### config.mk
export PLATFORM = sky130hd
export DESIGN_NAME = ewrms_front
export DESIGN_NICKNAME = d
export VERILOG_FILES = /design/src/design/ewrms_pkg.sv /design/src/design/ewrms_front.sv
export SDC_FILE = /design/constraint.sdc
export NUM_CORES = 1
export LEC_CHECK = 0
export BUFFER_PORTS_ARGS = -buffer_cell sky130_fd_sc_hd__buf_4
export CELL_PAD_IN_SITES_DETAIL_PLACEMENT = 0
export CELL_PAD_IN_SITES_GLOBAL_PLACEMENT = 1
export CORE_MARGIN = 5
export CORE_UTILIZATION = 40
export CTS_BUF_LIST = sky130_fd_sc_hd__clkbuf_4 sky130_fd_sc_hd__clkbuf_8 sky130_fd_sc_hd__clkbuf_16
export DETAILED_ROUTE_END_ITERATION = 10
export PLACE_DENSITY_LB_ADDON = 0.25
export SLEW_MARGIN = 20
export SYNTH_ARGS = -nofsm -noshare
export SYNTH_HDL_FRONTEND = slang
export SYNTH_SLANG_ARGS = --single-unit
export TNS_END_PERCENT = 10
### constraint.sdc
create_clock -name clk -period 18.4 [get_ports clk]
set_input_delay 0 -clock clk [delete_from_list [all_inputs] [get_ports clk]]
set_output_delay 0 -clock clk [all_outputs]
set_load 0.01 [all_outputs]
### src/design/ewrms_pkg.sv
// Shared types and constants for the per-channel EWMA RMS tracker.
package ewrms_pkg;

	localparam int MAX_CHANNELS = 32;
	localparam int CH_W         = 5;
	localparam int RMS_W        = 24;
	localparam int CFG_IDX_W    = 2;
	localparam int QDEPTH       = 2;

	localparam logic [CFG_IDX_W-1:0] REG_ALPHA   = 2'd0;
	localparam logic [CFG_IDX_W-1:0] REG_CHAN_EN = 2'd1;

	localparam logic [31:0] ALPHA_RESET   = 32'd143166;
	localparam logic [31:0] CHAN_EN_RESET = 32'hFFFF_FFFF;

	typedef struct packed {
		logic [CH_W-1:0]    channel;
		logic signed [15:0] sample;
	} in_item_t;

	typedef struct packed {
		logic [CH_W-1:0]  channel_out;
		logic [RMS_W-1:0] rms;
		logic             processed;
	} out_item_t;

	// classified item handed from front to back
	typedef struct packed {
		logic [CH_W-1:0] channel;
		logic            active;
		logic            first;
		logic [31:0]     target_hi;
	} q_entry_t;

endpackage

### src/design/ewrms_front.sv
// Front end: accepts samples, checks enable, squares the sample, tracks first samples.
module ewrms_front #(
	parameter int NUM_CHANNELS = 32,
	parameter int SAMPLE_BITS  = 16
) (
	input  logic                clk,
	input  logic                arst_n,
	input  logic                in_valid,
	output logic                in_ready,
	input  ewrms_pkg::in_item_t in_data,
	input  logic [31:0]         chan_en,
	output logic                push,
	output ewrms_pkg::q_entry_t push_data,
	input  logic                q_full
);

	localparam int NCH   = (NUM_CHANNELS < ewrms_pkg::MAX_CHANNELS) ?
		NUM_CHANNELS : ewrms_pkg::MAX_CHANNELS;
	localparam int IDX_W = (NCH > 1) ? $clog2(NCH) : 1;
	localparam int SX    = (SAMPLE_BITS > 16) ? SAMPLE_BITS : 16;
	localparam int SQ_W  = 2 * SAMPLE_BITS;

	logic [NCH-1:0]         first_q;
	logic [SX-1:0]          sample_ext;
	logic [SAMPLE_BITS-1:0] raw;
	logic [SAMPLE_BITS-1:0] mag;
	logic [SQ_W-1:0]        sq;
	logic [63:0]            sq64;
	logic [IDX_W-1:0]       idx;
	logic                   in_range;
	logic                   active;
	logic                   accept;

	assign in_ready   = !q_full;
	assign accept     = in_valid && in_ready;
	assign sample_ext = SX'($unsigned(in_data.sample));
	assign raw        = sample_ext[SAMPLE_BITS-1:0];
	assign mag        = raw[SAMPLE_BITS-1] ? (~raw + 1'b1) : raw;
	assign sq         = SQ_W'(mag) * SQ_W'(mag);
	assign sq64       = 64'(sq);
	assign idx        = in_data.channel[IDX_W-1:0];
	assign in_range   = 6'(in_data.channel) < 6'(NCH);
	assign active     = in_range && chan_en[in_data.channel];

	always_comb begin
		push_data.channel = in_data.channel;
		push_data.active  = active;
		push_data.first   = active && first_q[idx];
		if (sq64[63:32] != 32'd0) begin
			push_data.target_hi = 32'hFFFF_FFFF;
		end else begin
			push_data.target_hi = sq64[31:0];
		end
	end

	assign push = accept;

	always_ff @(posedge clk or negedge arst_n) begin
		if (!arst_n) begin
			first_q <= '1;
		end else if (accept && active) begin
			first_q[idx] <= 1'b0;
		end
	end

endmodule

Word level (Yosys, flattened, before mapping)
Index checks and enable logic that the tools add are counted.
{"block": "totals", "regBits": 32, "output_inout_bits": 41, "input_bits": 57}
{"block": "op_classes", "multipliers": 1, "n_lt_le_gt_ge": 2, "n_bitwise": 3, "mux": 7, "reduce_logical": 5, "addsub": 1}
{"operator": "32-bit bitwise AND", "count": 1}
{"operator": "16-bit by 16-bit multiplier with 32-bit output", "count": 1}
{"operator": "32-bit NOT", "count": 1}
{"operator": "16-bit by 1-bit adder with 16-bit output (second input constant)", "count": 1}
{"operator": "16-bit two-way mux", "count": 1}
{"operator": "16-bit NOT", "count": 1}
{"operator": "1-bit binary-select mux with 5-bit select", "count": 2}
{"operator": "5-bit by 6-bit < comparator with 1-bit output (second input constant)", "count": 1}
{"operator": "1-bit demux with 5-bit select", "count": 1}
{"operator": "5-bit by 1-bit >= comparator with 1-bit output (second input constant)", "count": 1}
{"operator": "1-bit logical AND", "count": 4}
{"operator": "1-bit two-way mux", "count": 3}
{"operator": "1-bit logical NOT", "count": 1}

Logic depth before layout (Yosys ltp)
Gate-level depths: netlist (run 1).
{"block": "logic_depth", "ltp_word": 6, "mapped_depth": 29, "ltp_nobuf": 27}

Worst setup path before layout (run 1)
OpenSTA, ideal clock, no wires.
{"block": "synth_path", "kind": "input port to output port", "from": "input port in_data[0] in the netlist's numbering", "to": "output port push_data[30] in the netlist's numbering", "path_stages": 28, "arrival_ns": 6.652, "slack_ns": 11.748, "path_buffers": 1, "cell_sequence": "inv_1 > clkbuf_1 > ha_1 > nand2_1 > o31a_1 > xnor2_2 > inv_2 > nand2_1 > inv_1 > fa_1 > inv_1 > fa_1 > inv_1 > fa_1 > inv_1 > fa_1 > inv_1 > fa_1 > inv_1 > fa_1 > inv_1 > ha_1 > a21o_1 > a31o_2 > a311oi_1 > o31ai_1 > o41ai_1 > xnor2_1"}
{"item": "start: declaration", "line_no": "ewrms_front.sv:10", "source": "input ewrms_pkg::in_item_t in_data,"}
{"item": "end: declaration", "line_no": "ewrms_front.sv:13", "source": "output ewrms_pkg::q_entry_t push_data,"}

==> results of run 1 <==
## per-stage QoR
stage	cells	area, µm²
6_report	1432	10700
2_1_floorplan	1045	9580
5_1_grt	1432	10700
3_3_place_gp	1423	10500
3_5_place_dp	1423	10500
4_1_cts	1432	10700
## logic make-up (layout without fill, tap and decap cells)
family	Yosys count	in the layout	share of synthesized area, %
buffers and inverters	306	374	12.7
adder cells (fa/ha/maj)	261	261	47.2
AND/OR/NAND/NOR	219	219	10.5
AO/OA/AOI/OAI	152	152	11.9
XOR/XNOR	46	46	4.54
flip-flops	32	32	8.81
multiplexers	17	17	4.21
other	2	12	0.0787
## synthesized netlist by cell type, types with 4 or more instances
cell type	instances	area, µm²
inv_1	256	961
fa_1	165	3300
ha_1	96	1200
nand2_1	89	334
nor2_1	76	285
dfstp_2	32	841
clkbuf_1	28	105
a21oi_1	27	135
o31a_2	25	250
xnor2_1	24	210
o21ai_0	18	90.1
xor2_1	18	158
a21o_1	16	120
buf_4	8	60.1
mux4_1	8	210
mux4_2	8	180
nand3_1	8	40.0
nor3_1	8	40.0
o31a_1	8	70.1
a211oi_1	7	52.6
a31oi_1	7	43.8
o211ai_1	7	52.6
nand3b_1	6	45.0
nand4_1	6	37.5
and3_1	4	25.0
buf_2	4	20.0
buf_6	4	45.0
inv_2	4	15.0
nand2b_1	4	25.0
o22ai_1	4	25.0
## per-layer routing
layer	wire, µm	vias up	global-route usage, %
met1	11600	3522	28.4
met2	10900	204	29.4
li1	-	3420	-
met4	183	0	1.78
met5	0	-	0
met3	1280	18	2.72
## layout make-up
cell class	instances	area (µm²)	area share, %
multi-input cells	707	7520	70.2
flip-flops and latches	32	841	7.85
clock buffers	7	153	1.42
repair buffers	104	783	7.31
clock inverters	1	30.0	0.280
well taps	319	399	3.73
inverters	262	983	9.18
## worst paths after layout
kind / from / to / slack (ns) / depth (start not counted)
setup reg to reg: first_q[5] / first_q[5] / 17.69 / 1
min in group asynchronous: arst_n / first_q[3] / 0.48 / 2
hold reg to reg: first_q[6] / first_q[6] / 0.45 / 1
hold / removal: q_full / in_ready / 0.24 / 3
max in group asynchronous: arst_n / first_q[5] / 17.88 / 2
setup / recovery: in_data[0] / push_data[25] / 10.58 / 24
==> run metrics, run 1 <==
mapped cell area=9540 µm²; CTS tree=built; crit-path max FO=16; antenna-violating nets left=0; number of H-tree levels=2; first drt pass iteration count=5; first-iteration detailed-routing DRC count=roughly 430; Synth Flop Type=dfstp_2; vias in the first global route=7552; Syn Area/Cell=9.22 µm²; Unique masters post-synth=65; most frequent cells in the layout=256 x inv_1, 165 x fa_1, 103 x buf_4; CP max-delay cell=xor2_1; Hold WC Path Type=in2out; Critical Path End Type=output pin; Mapped Cells=1035; share of cells above drive strength 1=17.8%; Top reg by flops=first_q; crit path launch type=input port; total core area=23500 µm²; initial core utilization=40.6%; slew of the pin with the lowest slew margin=0.892 ns; largest net degree at the start of global routing=35; max-cap violations=0; root buffer selected by CTS=clkbuf_16; Core Rows=56; final setup fails=0; Fill cells=2315; PostCTS Resize Cnt=0; Setup Buffers After CTS=0; GPL Wtd Cong=0.855; area grow syn2layout=12.3%; data arrival time of the critical path=slightly below 8 ns; ANT cells=0; crit path buf inv count=8; CP peak stage delay=0.71 ns; Post-synth EDFFs=0; DR WL/cell=16.7 µm; RSZ-0062 raised after global routing=no; Regs by FF count=first_q: 32 flops; pre-CTS setup slack=10.55 ns; minimum clock period=7.82 ns; Yosys reg bits=32; CTS Buf Count=5; Worst EP required=around 18 ns; worst-path cell chain=buf_4 -> inv_1 -> ha_1 -> a21oi_1 -> xor2_1 -> inv_1 -> nor2_1 -> fa_1 -> fa_1 -> inv_1 -> fa_1 -> inv_1 -> fa_1 -> fa_1 -> inv_1 -> fa_1 -> inv_1 -> ha_1 -> and4_1 -> a211oi_1 -> a31oi_1 -> or4_1 -> and4b_1 -> buf_4; final core utilization=45.6%; Vias=7164; initial antenna violation count=0; Max Transition Viols Final=0; status=complete, no violations; Via density=between 5 and 6; Clock Latency Late Sink=0.27 ns; max FFs per register=32; Fin Hold WS=~0.24 ns; CP delay by family, top=adder cells; Async SR Flop Fraction=100%; first-pass GRT wire length=slightly above 40 mm; DRC=0; num ports=98; gr ovfl total=0; worst setup slack after layout=10.58 ns; Seq/Total Area, Yosys=8.81%; Port Buf Inserts=between 90 and 100; GRT Resource Usage Total=18.6%; most common cell after layout, fill and taps aside=inv_1; Hold Fails Final Rpt=0; Clock Sink Count=32; Max clock buf depth=2; Synthesis Warnings=0; DP HPWL=between 20 and 25 mm; Routed WL=23.9 mm; Die H=164 µm; Crit Path Class=in2out; final worst-path cycle share=42.5%; chip width=164 µm; Final #Nets=~1.4k; CTS hold repair buffers=1; skew final=0 ns; fmax=128 MHz; die area=27000 µm²; Setup TNS=0 ns; Slew HR=40.3%
Power of run 1 is left out: the tool's default activity adds up to more than one toggle a clock period on the data nets, which glitch-free logic cannot reach.
==> run 2, diff against run 1 <==
clock period = 7.7 ns   (was 18.4 ns; I/O delays follow)
==> run 2 against run 1 <==
First-iteration DRC count down 17%; register-to-register slack lost 11 ns; core utilization rose by 0.26 points; hold slack got worse by 0.028 ns; clock skew unchanged; critical endpoint is now push_data[24].
==> run metrics, run 2 (synthesis gave the netlist of run 1 again) <==
slew of the pin with the lowest slew margin=between 0.8 and 0.9 ns; total core area=23500 µm²; first-pass GRT wire length=41.2 mm; worst hold path startpoint=in_data[19]; worst setup slack after layout=0.610 ns; Via density=4.95; most common cell after layout, fill and taps aside=inv_1; chip width=~160 µm; Fill cells=2264; worst-path cell chain=buf_4 -> nor4_4 -> nand2_1 -> o31ai_2 -> xor2_2 -> inv_2 -> nand2_1 -> fa_1 -> fa_1 -> inv_1 -> fa_1 -> fa_1 -> fa_1 -> inv_1 -> fa_1 -> inv_1 -> ha_1 -> and3_1 -> a221o_1 -> a21oi_1 -> o211ai_1 -> a2111oi_0 -> a311oi_1 -> buf_4; Die H=between 150 and 200 µm; GPL Wtd Cong=0.843; minimum clock period=7.09 ns; root buffer selected by CTS=clkbuf_16; crit path launch type=input port; status=complete, no violations; num ports=98; multi-input logic area=7530 µm²; Setup TNS=0 ns; placed cells=1430; Post-Layout Cell Count=1441; Top reg by flops=first_q; max FFs per register=32; Slew HR=~40%; initial antenna violation count=0; DRC=0; fmax=141 MHz; GRT Resource Usage Total=18.9%; Crit Path Class=in2out; skew final=0 ns; Port Buf Inserts=96; ANT cells=0; Regs by FF count=first_q: 32 flops; clock transition at the registers of the reported paths=0.05 ns; Clock Latency Late Sink=0.28 ns; Max clock buf depth=2; Critical Path End Type=output pin; most frequent cells in the layout=256 x inv_1, 165 x fa_1, 112 x buf_4; Hold Fails Final Rpt=0; CP peak stage delay=0.55 ns; register area=around 840 µm²; gr ovfl total=0; number of H-tree levels=2; CP max-delay cell=fa_1; largest net degree at the start of global routing=35; pre-CTS setup slack=0.480 ns; Final #Nets=1439; first drt pass iteration count=5; vias in the first global route=7762; max-cap violations=0; Clock Sink Count=32; CP delay by family, top=adder cells; Hold WC Path Type=in2reg; Core Rows=56; Worst EP required=7.70 ns; crit path buf inv count=6; crit-path max FO=8; data arrival time of the critical path=7.09 ns; CTS Buf Count=5; RSZ-0062 raised after global routing=no; final core utilization=45.9%; Max Transition Viols Final=0; most frequent CP cell=fa_1; Critical Path Source=in_data[2]; final setup fails=0; PostCTS Resize Cnt=0; final worst-path cycle share=slightly above 90%; DP HPWL=21.0 mm; Routed WL=approximately 24 mm; area grow syn2layout=12.9%; die area=roughly 27000 µm²; DR WL/cell=16.7 µm; CTS tree=built; antenna-violating nets left=0; Vias=7130; initial core utilization=40.6%; share of cells above drive strength 1=18.5%; RR Startpoint=first_q[21]; first-iteration detailed-routing DRC count=about 360
[run 2: cell type report]
class,count,share of cell area (%)
inverters,262,9.13
multi-input cells,707,69.9
clock inverters,3,0.395
flip-flops and latches,32,7.80
repair buffers,113,7.90
well taps,319,3.71
clock buffers,5,1.16
[run 2: worst min-delay path, cell delays in order]
cell and delay (ns):
buf_4 0.15, nand2_1 0.14, o31a_2 0.16
[run 2: final timing paths]
kind                                 end  slack [ns]  cells after the start
hold / removal               first_q[11]        0.21                      3
setup reg to reg             first_q[21]        6.98                      1
min in group asynchronous    first_q[22]        0.48                      2
hold reg to reg              first_q[18]        0.45                      1
setup / recovery           push_data[24]        0.61                     24
max in group asynchronous    first_q[19]        7.19                      2
[run 2: what timing repair did]
action | 4_1_cts | 5_1_grt
setup endpoints to repair | 0 | 1
endpoints found under the hold margin | 32 | 0
buffers inserted | 0 | 2
hold buffers | 1 | 0
[run 2: stage by stage]
step | hold slack, ns | cell area, µm²
4_1_cts | 0.219 | 10800
6_report | 0.212 | 10800
3_3_place_gp | 0.238 | 10600
3_5_place_dp | 0.241 | 10600
2_1_floorplan | -0.148 | 9580
5_1_grt | 0.225 | 10800
[run 2: per-layer routing]
layer / part of all wire (%) / track usage [%] / vias up
met2: 46 / 29.9 / 183
met5: 0 / 0 / -
li1: - / - / 3441
met3: 4.6 / 1.90 / 26
met1: 48 / 28.6 / 3480
met4: 1.4 / 3.18 / 0
Power of run 2 is left out for the same reason.
