$ cat src/design/ewrms_pkg.sv
// Shared types and constants for the per-channel EWMA RMS tracker.
package ewrms_pkg;

	localparam int MAX_CHANNELS = 32;
	localparam int CH_W         = 5;
	localparam int RMS_W        = 24;
	localparam int CFG_IDX_W    = 2;
	localparam int QDEPTH       = 2;

	localparam logic [CFG_IDX_W-1:0] REG_ALPHA   = 2'd0;
	localparam logic [CFG_IDX_W-1:0] REG_CHAN_EN = 2'd1;

	localparam logic [31:0] ALPHA_RESET   = 32'd143166;
	localparam logic [31:0] CHAN_EN_RESET = 32'hFFFF_FFFF;

	typedef struct packed {
		logic [CH_W-1:0]    channel;
		logic signed [15:0] sample;
	} in_item_t;

	typedef struct packed {
		logic [CH_W-1:0]  channel_out;
		logic [RMS_W-1:0] rms;
		logic             processed;
	} out_item_t;

	// classified item handed from front to back
	typedef struct packed {
		logic [CH_W-1:0] channel;
		logic            active;
		logic            first;
		logic [31:0]     target_hi;
	} q_entry_t;

endpackage

$ cat src/design/ewrms_queue.sv
// Short FIFO between front and back end.
module ewrms_queue (
	input  logic                clk,
	input  logic                arst_n,
	input  logic                push,
	input  ewrms_pkg::q_entry_t push_data,
	output logic                full,
	input  logic                pop,
	output logic                head_valid,
	output ewrms_pkg::q_entry_t head
);

	localparam int DEPTH = ewrms_pkg::QDEPTH;
	localparam int AW    = (DEPTH > 1) ? $clog2(DEPTH) : 1;
	localparam int CW    = $clog2(DEPTH + 1);

	ewrms_pkg::q_entry_t slot_q [DEPTH];
	logic [AW-1:0] wr_ptr_q;
	logic [AW-1:0] rd_ptr_q;
	logic [CW-1:0] count_q;
	logic          do_push;
	logic          do_pop;

	assign full       = (count_q == CW'(DEPTH));
	assign head_valid = (count_q != '0);
	assign head       = slot_q[rd_ptr_q];
	assign do_push    = push && !full;
	assign do_pop     = pop && head_valid;

	always_ff @(posedge clk) begin
		if (do_push) begin
			slot_q[wr_ptr_q] <= push_data;
		end
	end

	always_ff @(posedge clk or negedge arst_n) begin
		if (!arst_n) begin
			wr_ptr_q <= '0;
			rd_ptr_q <= '0;
			count_q  <= '0;
		end else begin
			if (do_push) begin
				wr_ptr_q <= (wr_ptr_q == AW'(DEPTH - 1)) ? '0 : wr_ptr_q + 1'b1;
			end
			if (do_pop) begin
				rd_ptr_q <= (rd_ptr_q == AW'(DEPTH - 1)) ? '0 : rd_ptr_q + 1'b1;
			end
			if (do_push && !do_pop) begin
				count_q <= count_q + 1'b1;
			end else if (do_pop && !do_push) begin
				count_q <= count_q - 1'b1;
			end
		end
	end

	a_no_overfill: assert property (@(posedge clk) disable iff (!arst_n)
		count_q <= CW'(DEPTH))
		else $error("queue count beyond depth");

endmodule

$ cat config.mk
export PLATFORM = sky130hd
export DESIGN_NAME = ewrms_queue
export DESIGN_NICKNAME = d
export VERILOG_FILES = /design/src/design/ewrms_pkg.sv /design/src/design/ewrms_queue.sv
export SDC_FILE = /design/constraint.sdc
export NUM_CORES = 1
export LEC_CHECK = 0
export ABC_CLOCK_PERIOD_IN_PS = 7000
export CAP_MARGIN = 25
export CORE_ASPECT_RATIO = 2
export CORE_UTILIZATION = 40
export CTS_CLUSTER_DIAMETER = 200
export DETAILED_ROUTE_END_ITERATION = 10
export DONT_BUFFER_PORTS = 1
export MAX_ROUTING_LAYER = met4
export PLACE_DENSITY_LB_ADDON = 0.1
export SETUP_SLACK_MARGIN = 0.4
export SLEW_MARGIN = 0
export SYNTH_ARGS = -nofsm -noshare
export SYNTH_HDL_FRONTEND = slang
export SYNTH_SLANG_ARGS = --single-unit
$ cat constraint.sdc
create_clock -name clk -period 7 [get_ports clk]
set_input_delay 0 -clock clk [delete_from_list [all_inputs] [get_ports clk]]
set_output_delay 0 -clock clk [all_outputs]
set_load 0.02 [all_outputs]
Word-level counts from Yosys, hierarchy flattened
Memories as Yosys holds them, arrays and structs flattened.
Cells that the tools add are included.
{"block": "word_totals", "ff_bits": 4, "mem_bits_rw": 78, "input_bits": 43, "memories": 1}
{"name": "slot_q", "depth": 2, "width": 39, "read_ports": 1, "rd_ports_with_merged_regs": 0, "write_ports": 1, "line_no": "ewrms_queue.sv:17", "source": "ewrms_pkg::q_entry_t slot_q [DEPTH];"}
{"block": "op_classes", "n_addsub": 4, "n_eq_ne": 1, "mux": 6, "reduce_logical": 9}
{"cell": "$logic_and 1x1->1", "n": 4}
{"cell": "$mux 1", "n": 4}
{"cell": "$mux 2", "n": 2}
{"cell": "$reduce_bool 2->1", "n": 2}
{"cell": "$logic_not 1->1", "n": 3}
{"cell": "$add 1x1->1 const B", "n": 2}
{"cell": "$add 2x1->2 const B", "n": 1}
{"cell": "$eq 2x2->1 const B", "n": 1}
{"cell": "$sub 2x1->2 const B", "n": 1}

Longest topological paths before layout
Gate-level depths: netlist (run 1).
{"block": "depth", "depth_word": 7, "mapped_depth": 7, "ltp_nobuf": 7}

Worst setup path before layout (run 1)
Ideal clock, no wire load.
{"block": "synth_path", "path_kind": "register -> register", "startpoint": "reg count_q[0]", "endpoint": "mem slot_q[0][0] in the netlist's numbering (enable)", "arrival_ns": 2.267, "required_time_ns": 6.565, "path_slack_ns": 4.298, "stages_incl_launch_ff": 4, "path_cell_list": "dfrtp_1 nand2b_1 nand2_1 nor2_1"}
{"block": "synth_between", "elab_chain_cells": 5}
{"element": "from (decl)", "line_no": "ewrms_queue.sv:20", "source": "logic [CW-1:0] count_q;"}
{"element": "from (signal assigned)", "line_no": "ewrms_queue.sv:49", "source": "count_q <= count_q + 1'b1;"}
{"element": "from (signal assigned)", "line_no": "ewrms_queue.sv:51", "source": "count_q <= count_q - 1'b1;"}
{"element": "$eq 2x2->1", "line_no": "ewrms_queue.sv:24", "source": "assign full = (count_q == CW'(DEPTH));"}
{"element": "$logic_not 1->1", "line_no": "ewrms_queue.sv:27", "source": "assign do_push = push && !full;"}
{"element": "$logic_and 1x1->1", "line_no": "ewrms_queue.sv:27"}
{"element": "$mux 1", "line_no": "ewrms_queue.sv:31", "source": "if (do_push) begin"}
{"element": "$mux 1 (not written as such)", "line_no": "ewrms_queue.sv:32", "source": "slot_q[wr_ptr_q] <= push_data;"}
{"element": "to (decl)", "line_no": "ewrms_queue.sv:17"}
Every way passes these cells.

Worst setup path in the final report (run 1)
{"block": "layout_path", "startpoint": "reg count_q[0]", "endpoint": "mem slot_q[1][19] in the netlist's numbering (enable)"}
Same word-level chain as after synthesis.

==> results.json, run 1 <==
{
  "crit_required_ns": 6.94,
  "maxSlewViolCount": 0,
  "ys_ff_latch": 82,
  "timing.setup.tns_ns": 0,
  "finalPower_mw": 1.615,
  "grt_overflow_total": 0,
  "powerDensity_nw_per_um2": 420.7,
  "worstSetupPathType": "reg -> reg",
  "die_w_um": 63.51,
  "place_congestion": 0.7181,
  "worst_pin_slew_ns": 0.9459,
  "synth-simple-area-share_pct": 1.199,
  "clock_skew_ns": 0.003537,
  "nFillCells": 609,
  "cts_tree": "built",
  "dieHeight_um": 125.0,
  "drive_gt1_share_pct": 27.69,
  "grt_max_degree": 41,
  "core-area_um2": 7267,
  "synthMuxAreaShare_pct": 14.51,
  "synth_top_family_by_area": "multiplexers",
  "cts_buffers": 9,
  "dieArea_um2": 7940,
  "rsz0062_at_grt": "no",
  "avgSynthCellArea_um2": 21.62,
  "synth_compound_area_share_pct": 0,
  "seq_area_frac_synth_pct": 80.69,
  "synth_nets": 184,
  "maxSlewHeadroom_pct": 36.94,
  "period_minus_slack_ns": 1.818,
  "clock_latency_ns": 0.32,
  "grt_pass1_vias": 1610,
  "first_iter_violations": 55,
  "cap_violations": 0,
  "nNetsFinal": 235,
  "io_buffer_count": 0,
  "synthCells": 140,
  "area_growth_pct": 26.83,
  "boundaryPins": 84,
  "mostFrequentLayoutCell": "edfxtp_1",
  "hold_class": "in -> reg",
  "status": "finished clean",
  "vias": 1409,
  "wire_per_inst_um": 17.68,
  "synth_xor_area_share_pct": 1.447,
  "power.leakage_nw": 1.306,
  "dp_hpwl_um": 3136,
  "synth_area_um2": 3027,
  "post_cts_buffers": 0,
  "start_util_pct": 41.65,
  "finalCritPeriodShare_pct": 25.98,
  "timing.final.hold_violations": 0,
  "post_drt_via_cell_ratio": 4.909,
  "cp.arrival_ns": 1.76,
  "n_antenna_cell": 0,
  "cts.htree.levels": 3,
  "drc": 0,
  "root_buffer": "clkbuf_16",
  "post_cts_resized": 0,
  "wl_um": 5073,
  "placement_rows": 44,
  "slowest_stage": "and3_2",
  "clk_pin_slew_ns": 0.05,
  "yosys.area_share.adder_pct": 0.4134,
  "ant_nets": 0,
  "startpoint_type": "flop",
  "setup_violations": 0,
  "ys_types": 14,
  "antenna_found_initial": 0,
  "cpPeakStageDelay_ns": 0.84,
  "synth.yosys.warnings": 0,
  "grt_pass1_wl_um": 7797,
  "clockBufferDepth": 2,
  "cp_max_fo": 39,
  "ir_drop_v": 0.0003044,
  "globalRouteTotalUtil_pct": 14.01,
  "path_cells": "nand2b_1, and3_2",
  "end_kind": "flop",
  "cts.sinks": 82,
  "max_clock_freq_mhz": 549.9,
  "layout_common_cells": "edfxtp_1 (78), dlygate4sd3_1 (43), mux2_2 (39)",
  "firstDrtPassIters": 3
}
## worst paths after layout
kind | start | to | slack, ns | cells past startpoint
max | count_q[0] | slot_q[1][19] | 5.18 | 2
min | push_data[8] | slot_q[1][8] | 0.33 | 1
max reg2reg | count_q[0] | slot_q[1][19] | 5.18 | 2
min reg2reg | count_q[1] | count_q[1] | 0.53 | 1
max in group asynchronous | arst_n | rd_ptr_q | 6.28 | 2
min in group asynchronous | arst_n | count_q[0] | 0.53 | 2
## critical path: cells and delay by family (launching register included)
family,cells,cell delay [ns]
simple gates,2,1.01
flops,1,0.42
## registers in the layout, summed over array words and instances (netlist names)
| register | flops |
|---|---|
| slot_q | 78 |
| rd_ptr_q | 1 |
| wr_ptr_q | 1 |
| count_q | 2 |
## synth_stat cells, drive strengths merged
cell     n  share of area, %
and3     1              0.21
buf      4               1.5
dfrtp    4               3.3
edfxtp  78                77
ha       1              0.41
inv      2              0.25
mux2    39                15
nand2    2              0.33
nand2b   1              0.21
nor2     2              0.25
or2      1              0.21
xnor2    3              0.87
xor2     2              0.58
## final cells by class
class,count,area (um2),share of cell area (%)
multi-input combinational,52,540.5,14.08
clock buffer,9,225.2,5.867
timing repair buffer,44,457.9,11.93
clock inverter,6,48.80,1.271
sequential,82,2444,63.66
inverter,2,7.507,0.1956
tap,92,115.1,2.999
## report_power, final
part           switching (mW)  internal (mW)  leakage (nW)  total (mW)
registers              0.0767          0.674         0.770       0.751
clock network           0.160          0.268         0.133       0.427
logic                   0.273          0.164         0.403       0.437
## stage by stage
stage                     hold slack [ns]  area (um2)  util [%]  cells  worst slack, ns
after global placement            -0.2955        3107     42.75    228            5.075
final                              0.3295        3839     52.82    287            5.182
after global routing               0.3179        3839     52.82    287            5.051
after detailed placement          -0.2955        3134     43.13    229            5.166
after floorplan                   -0.2956        3027         -    140            4.298
after CTS                          0.3176        3839     52.82    287            5.153
## metal layers
metal	up-vias	GRT usage, %	wire length [um]
met5	-	-	0
met4	0	7.487	91
met3	5	3.923	240
met2	51	25.97	2983
met1	710	12.04	1758
li1	643	-	-
## what timing repair did
action / in CTS / in global routing
endpoints found under the setup margin: 0 / 0
hold endpoints to repair: 84 / 0
hold buffers: 43 / 0
## logic make-up (layout without fill, tap and decap cells)
logic type | count (synthesis) | after routing
flip-flops | 82 | 82
XOR/XNOR | 5 | 5
AND/OR/NAND/NOR | 7 | 7
multiplexers | 39 | 39
buffers and inverters | 6 | 61
adder cells (fa/ha/maj) | 1 | 1
(Power assumes the default switching activity.)
==> inputs of run 2 (changes only) <==
--- a/config.mk
+++ b/config.mk
@@ -5,7 +5,7 @@
 export SDC_FILE = /design/constraint.sdc
 export NUM_CORES = 1
 export LEC_CHECK = 0
-export ABC_CLOCK_PERIOD_IN_PS = 7000
+export ABC_CLOCK_PERIOD_IN_PS = 1800
 export CAP_MARGIN = 25
 export CORE_ASPECT_RATIO = 2
 export CORE_UTILIZATION = 40
==> constraint.sdc (replaced) <==
create_clock -name clk -period 1.8 [get_ports clk]
set_input_delay 0 -clock clk [delete_from_list [all_inputs] [get_ports clk]]
set_output_delay 0 -clock clk [all_outputs]
set_load 0.02 [all_outputs]
==> run 2 against run 1 <==
Routed wire length fell by 3.1%. Non-clock buffer count rose by 8. First-iteration DRC count rose by 71%. Register-to-register slack got worse by 4.8 ns. Combinational power rose to 4.8 times the previous value. Largest cell class unchanged.
==> results.json, run 2 (synthesis results as in run 1) <==
{
  "grt_max_degree": 29,
  "fin_cells": 294,
  "cts.htree.levels": 3,
  "crit_cells": 6,
  "maxSlewHeadroom_pct": 81.65,
  "regMostFlops": "slot_q",
  "cts_buffers": 9,
  "clock_skew_ns": 0.003950,
  "wire_per_inst_um": 16.72,
  "grt_overflow_total": 0,
  "worstHoldStart": "push",
  "ff_latch_area_um2": 2444,
  "path_cells": "or2_4, nand2_4, ha_4, xor2_2, nor2_2, xor2_1",
  "grt_pass1_wl_um": 7652,
  "placed_cell_area_um2": 3184,
  "post_drt_via_cell_ratio": 4.891,
  "mostFrequentLayoutCell": "edfxtp_1",
  "timing.setup.tns_ns": 0,
  "period_minus_slack_ns": 1.377,
  "worstSetupPathType": "reg -> reg",
  "hold-worst-slack_ns": 0.2332,
  "r2r_start": "count_q[1]",
  "nNetsFinal": 243,
  "start_util_pct": 41.65,
  "critPathBufInv": 0,
  "clockBufferDepth": 2,
  "max_clock_freq_mhz": 726.5,
  "drive_gt1_share_pct": 34.16,
  "dp_hpwl_um": 3291,
  "ant_nets": 0,
  "wl_um": 4915,
  "cpPeakStageDelay_ns": 0.42,
  "n_antenna_cell": 0,
  "power.leakage_nw": 1.374,
  "dp_cells": 233,
  "timing.final.hold_violations": 0,
  "dieArea_um2": 7940,
  "drc": 0,
  "design_area_um2": 3979,
  "timing.critical_path.from": "count_q[1]",
  "reg_top3": "slot_q (78), count_q (2)",
  "reg2regPathDepth": 6,
  "worst_pin_slew_ns": 0.2752,
  "final_util_pct": 54.75,
  "vias": 1438,
  "grt_pass1_vias": 1610,
  "ir_drop_v": 0.0008037,
  "dp_slack_ns": 0.2631,
  "critPathTopFamily": "simple AND/OR/NAND/NOR gates",
  "largest_register_ffs": 78,
  "setup_violations": 0,
  "powerDensity_nw_per_um2": 1669,
  "cts_tree": "built",
  "cap_violations": 0,
  "root_buffer": "clkbuf_16",
  "startpoint_type": "flop",
  "first_iter_violations": 94,
  "layout_common_cells": "edfxtp_1 (78), dlygate4sd3_1 (43), mux2_2 (39)",
  "clk_pin_slew_ns": 0.06,
  "status": "finished clean",
  "dieHeight_um": 125.0,
  "cp.arrival_ns": 1.59,
  "nFillCells": 589,
  "cts.sinks": 82,
  "globalRouteTotalUtil_pct": 13.90,
  "end_kind": "flop",
  "slowest_stage": "dfrtp_1",
  "multiInputGateArea_um2": 585.6,
  "io_buffer_count": 0,
  "boundaryPins": 84,
  "cp_max_fo": 3,
  "hold_class": "in -> reg",
  "whs_path_depth": 2,
  "crit_required_ns": 2.01,
  "die_w_um": 63.51,
  "clock_latency_ns": 0.32,
  "finalPower_mw": 6.641,
  "maxSlewViolCount": 0,
  "firstDrtPassIters": 4,
  "placement_rows": 44,
  "fin_ws_ns": 0.4234,
  "rsz0062_at_grt": "yes",
  "place_congestion": 0.6471,
  "antenna_found_initial": 0,
  "area_growth_pct": 31.46,
  "finalCritPeriodShare_pct": 76.48,
  "core-area_um2": 7267
}
## run 2: worst paths after layout
| kind | end | slack (ns) |
|---|---|---|
| worst max register to register | count_q[1] | 0.42 |
| max in group asynchronous | rd_ptr_q | 1.14 |
| min in group asynchronous | count_q[0] | 0.48 |
| worst min register to register | wr_ptr_q | 0.54 |
| worst min-delay path | slot_q[1][23] | 0.23 |
| worst max-delay path | count_q[1] | 0.42 |
## run 2: repair_timing
action / in CTS / in global routing
setup endpoints to repair: 56 / 7
hold buffers: 43 / 0
endpoints found under the hold margin: 85 / 0
pin swaps: 3 / 1
setup buffers: 4 / 0
gates cloned: 0 / 0
gates resized for setup: 7 / 1
## run 2: area by class of cell
| class | count | share of cell area, % |
|---|---|---|
| clock inverter | 5 | 1.792 |
| tap | 92 | 2.893 |
| sequential | 82 | 61.41 |
| timing repair buffer | 52 | 13.33 |
| clock buffer | 9 | 5.660 |
| multi-input combinational | 52 | 14.72 |
| inverter | 2 | 0.1887 |
## run 2: routing by layer
layer	vias up	part of all wire [%]	track usage [%]	wire length [um]
li1	656	-	-	-
met1	719	34	11.92	1662
met2	56	58	24.91	2866
met3	7	5.6	4.745	275
met4	0	2.2	8.021	110
met5	-	0	-	0
## run 2: power breakdown
group          internal (mW)  switching [mW]  total (mW)
logic                  0.810            1.27        2.08
registers               2.62           0.131        2.75
clock network           1.18           0.627        1.81
total                   4.61            2.03        6.64
==> inputs of run 3 (changes only) <==
--- a/config.mk
+++ b/config.mk
@@ -5,7 +5,7 @@
 export SDC_FILE = /design/constraint.sdc
 export NUM_CORES = 1
 export LEC_CHECK = 0
-export ABC_CLOCK_PERIOD_IN_PS = 1800
+export ABC_CLOCK_PERIOD_IN_PS = 1230
 export CAP_MARGIN = 25
 export CORE_ASPECT_RATIO = 2
 export CORE_UTILIZATION = 40
==> constraint.sdc (replaced) <==
create_clock -name clk -period 1.23 [get_ports clk]
set_input_delay 0 -clock clk [delete_from_list [all_inputs] [get_ports clk]]
set_output_delay 0 -clock clk [all_outputs]
set_load 0.02 [all_outputs]
==> run 3 against run 2 <==
The flow now finishes with violations (negative hold slack, negative setup slack). Register-to-register slack worse by 0.57 ns. Clock skew shrank 0.00079 ns. Combinational power increased by 140%. Sequential power rose by 48%. Final area is 16% higher. Worst hold slack got worse by 0.25 ns. Die area unchanged. Non-clock buffer count grew 26. Maximum frequency hardly changed. Critical path type unchanged.
==> results.json, run 3 (synthesis results as in run 1) <==
{
  "status": "finished, violations left",
  "violations": "negative hold slack, negative setup slack",
  "post_drt_via_cell_ratio": 4.819,
  "critPathBufInv": 3,
  "clk_pin_slew_ns": 0.05,
  "max_clock_freq_mhz": 726.9,
  "cts_tree": "built",
  "clock_skew_ns": 0.003165,
  "maxSlewHeadroom_pct": 85.11,
  "first_iter_violations": 43,
  "grt_overflow_total": 0,
  "cp_max_fo": 6,
  "wire_per_inst_um": 19.09,
  "placement_rows": 44,
  "grt_pass1_vias": 1737,
  "reg2regPathDepth": 5,
  "whs_path_depth": 3,
  "dieArea_um2": 7940,
  "nNetsFinal": 269,
  "finalCritPeriodShare_pct": 111.8,
  "r2r_start": "count_q[0]",
  "worstHoldStart": "pop",
  "powerDensity_nw_per_um2": 2476,
  "worstSetupPathType": "reg -> reg",
  "clockBufferDepth": 2,
  "dp_hpwl_um": 3479,
  "globalRouteTotalUtil_pct": 16.36,
  "area_growth_pct": 51.96,
  "power.leakage_nw": 1.763,
  "maxSlewViolCount": 0,
  "hold_class": "in -> reg",
  "vias": 1547,
  "layout_common_cells": "edfxtp_1 (78), dlygate4sd3_1 (41), mux2_4 (39)",
  "start_util_pct": 41.65,
  "cpPeakStageDelay_ns": 0.39,
  "slowest_stage": "dfrtp_1",
  "regMostFlops": "slot_q",
  "core-area_um2": 7267,
  "n_antenna_cell": 0,
  "timing.final.hold_violations": 1,
  "reg_top3": "slot_q (78), count_q (2)",
  "critPathTopFamily": "flip-flops",
  "fin_ws_ns": -0.1457,
  "rr_endpoint": "slot_q[1][3]",
  "period_minus_slack_ns": 1.376,
  "path_cells": "nand2b_4, and3_4, buf_6, buf_12, clkbuf_16",
  "boundaryPins": 84,
  "place_congestion": 0.6842,
  "mostFrequentLayoutCell": "edfxtp_1",
  "cts.sinks": 82,
  "dieHeight_um": 125.0,
  "ir_drop_v": 0.001491,
  "drc": 0,
  "timing.critical_path.from": "count_q[0]",
  "io_buffer_count": 0,
  "hold-worst-slack_ns": -0.01849,
  "largest_register_ffs": 78,
  "firstDrtPassIters": 4,
  "reg2reg_slack_ns": -0.15,
  "cts.htree.levels": 3,
  "wl_um": 6127,
  "startpoint_type": "flop",
  "finalPower_mw": 11.39,
  "ant_nets": 0,
  "root_buffer": "clkbuf_16",
  "rsz0062_at_grt": "yes",
  "worst_pin_slew_ns": 0.2226,
  "grt_max_degree": 28,
  "nFillCells": 526,
  "drive_gt1_share_pct": 44.10,
  "crit_required_ns": 1.33,
  "cap_violations": 0,
  "cts_buffers": 9,
  "antenna_found_initial": 0,
  "clock_latency_ns": 0.33,
  "cts_hold_buf": 41,
  "grt_pass1_wl_um": 8804,
  "cp.arrival_ns": 1.47,
  "setup_violations": 121,
  "end_kind": "flop",
  "hold_end": "count_q[0]",
  "final_util_pct": 63.29,
  "die_w_um": 63.51
}
-- run 3: cell types whose count changed in the layout (fill, tap and decap cells not counted), sizes merged --
cell and change:
clkinv +2, buf +25, bufinv -2, clkbuf +4
dlygate4sd3 -2
-- run 3: timing repair --
item	4_1_cts	5_1_grt
gates resized for setup	24	7
endpoints found under the hold margin	85	1
buffers inserted	14	3
pin swaps	6	3
setup endpoints to repair	123	123
cloned	6	4
-- run 3: worst min-delay path, delay by kind of cell --
family	cells	cell delay [ns]
adders and majority gates	1	0.14
and+or+nand+nor	1	0.06
xor gates and xnor gates	1	0.07
-- run 3: power breakdown --
| group | total, mW | internal (mW) | switching [mW] |
|---|---|---|---|
| Clock | 2.27 | 1.33 | 0.943 |
| Combinational | 5.04 | 2.70 | 2.33 |
| Sequential | 4.08 | 3.83 | 0.246 |
| Total | 11.4 | 7.86 | 3.52 |
-- run 3: routing by layer --
metal	up-vias	track usage (%)	wire length, um
li1	716	-	-
met1	762	14.61	2131
met2	55	29.22	3554
met3	14	5.109	270
met4	0	9.091	170
met5	-	-	0
-- run 3: how the worst max path moves through the flow --
stage | endpoint | slack, ns | cells after the start
5_1_grt | slot_q[0][20] | -0.19 | 6
2_1_floorplan | slot_q[0][0] | -0.37 | 3
3_3_place_gp | count_q[1] | -0.1 | 6
4_1_cts | head[28] | -0.15 | 2
3_5_place_dp | count_q[1] | -0.17 | 6
6_report | slot_q[1][3] | -0.15 | 5
-- run 3: per-stage QoR --
| step | cell area (um2) | TNS (ns) | setup WS (ns) | instances |
|---|---|---|---|---|
| 6_report | 4599 | -10.73 | -0.1457 | 321 |
| 5_1_grt | 4599 | -15.87 | -0.1858 | 321 |
| 4_1_cts | 4453 | -10.84 | -0.1476 | 314 |
| 3_5_place_dp | 3418 | -3.592 | -0.1691 | 238 |
| 3_3_place_gp | 3418 | -1.026 | -0.09649 | 238 |
| 2_1_floorplan | 3197 | -26.44 | -0.3701 | 140 |
-- run 3: layout make-up --
cell class,instances,area [um2],area share [%]
Clock inverter,5,22.52,0.4897
Sequential cell,82,2444,53.13
Clock buffer,10,229.0,4.978
Inverter,2,12.51,0.2720
Timing Repair Buffer,78,1026,22.31
Multi-Input combinational cell,52,750.7,16.32
Tap cell,92,115.1,2.503
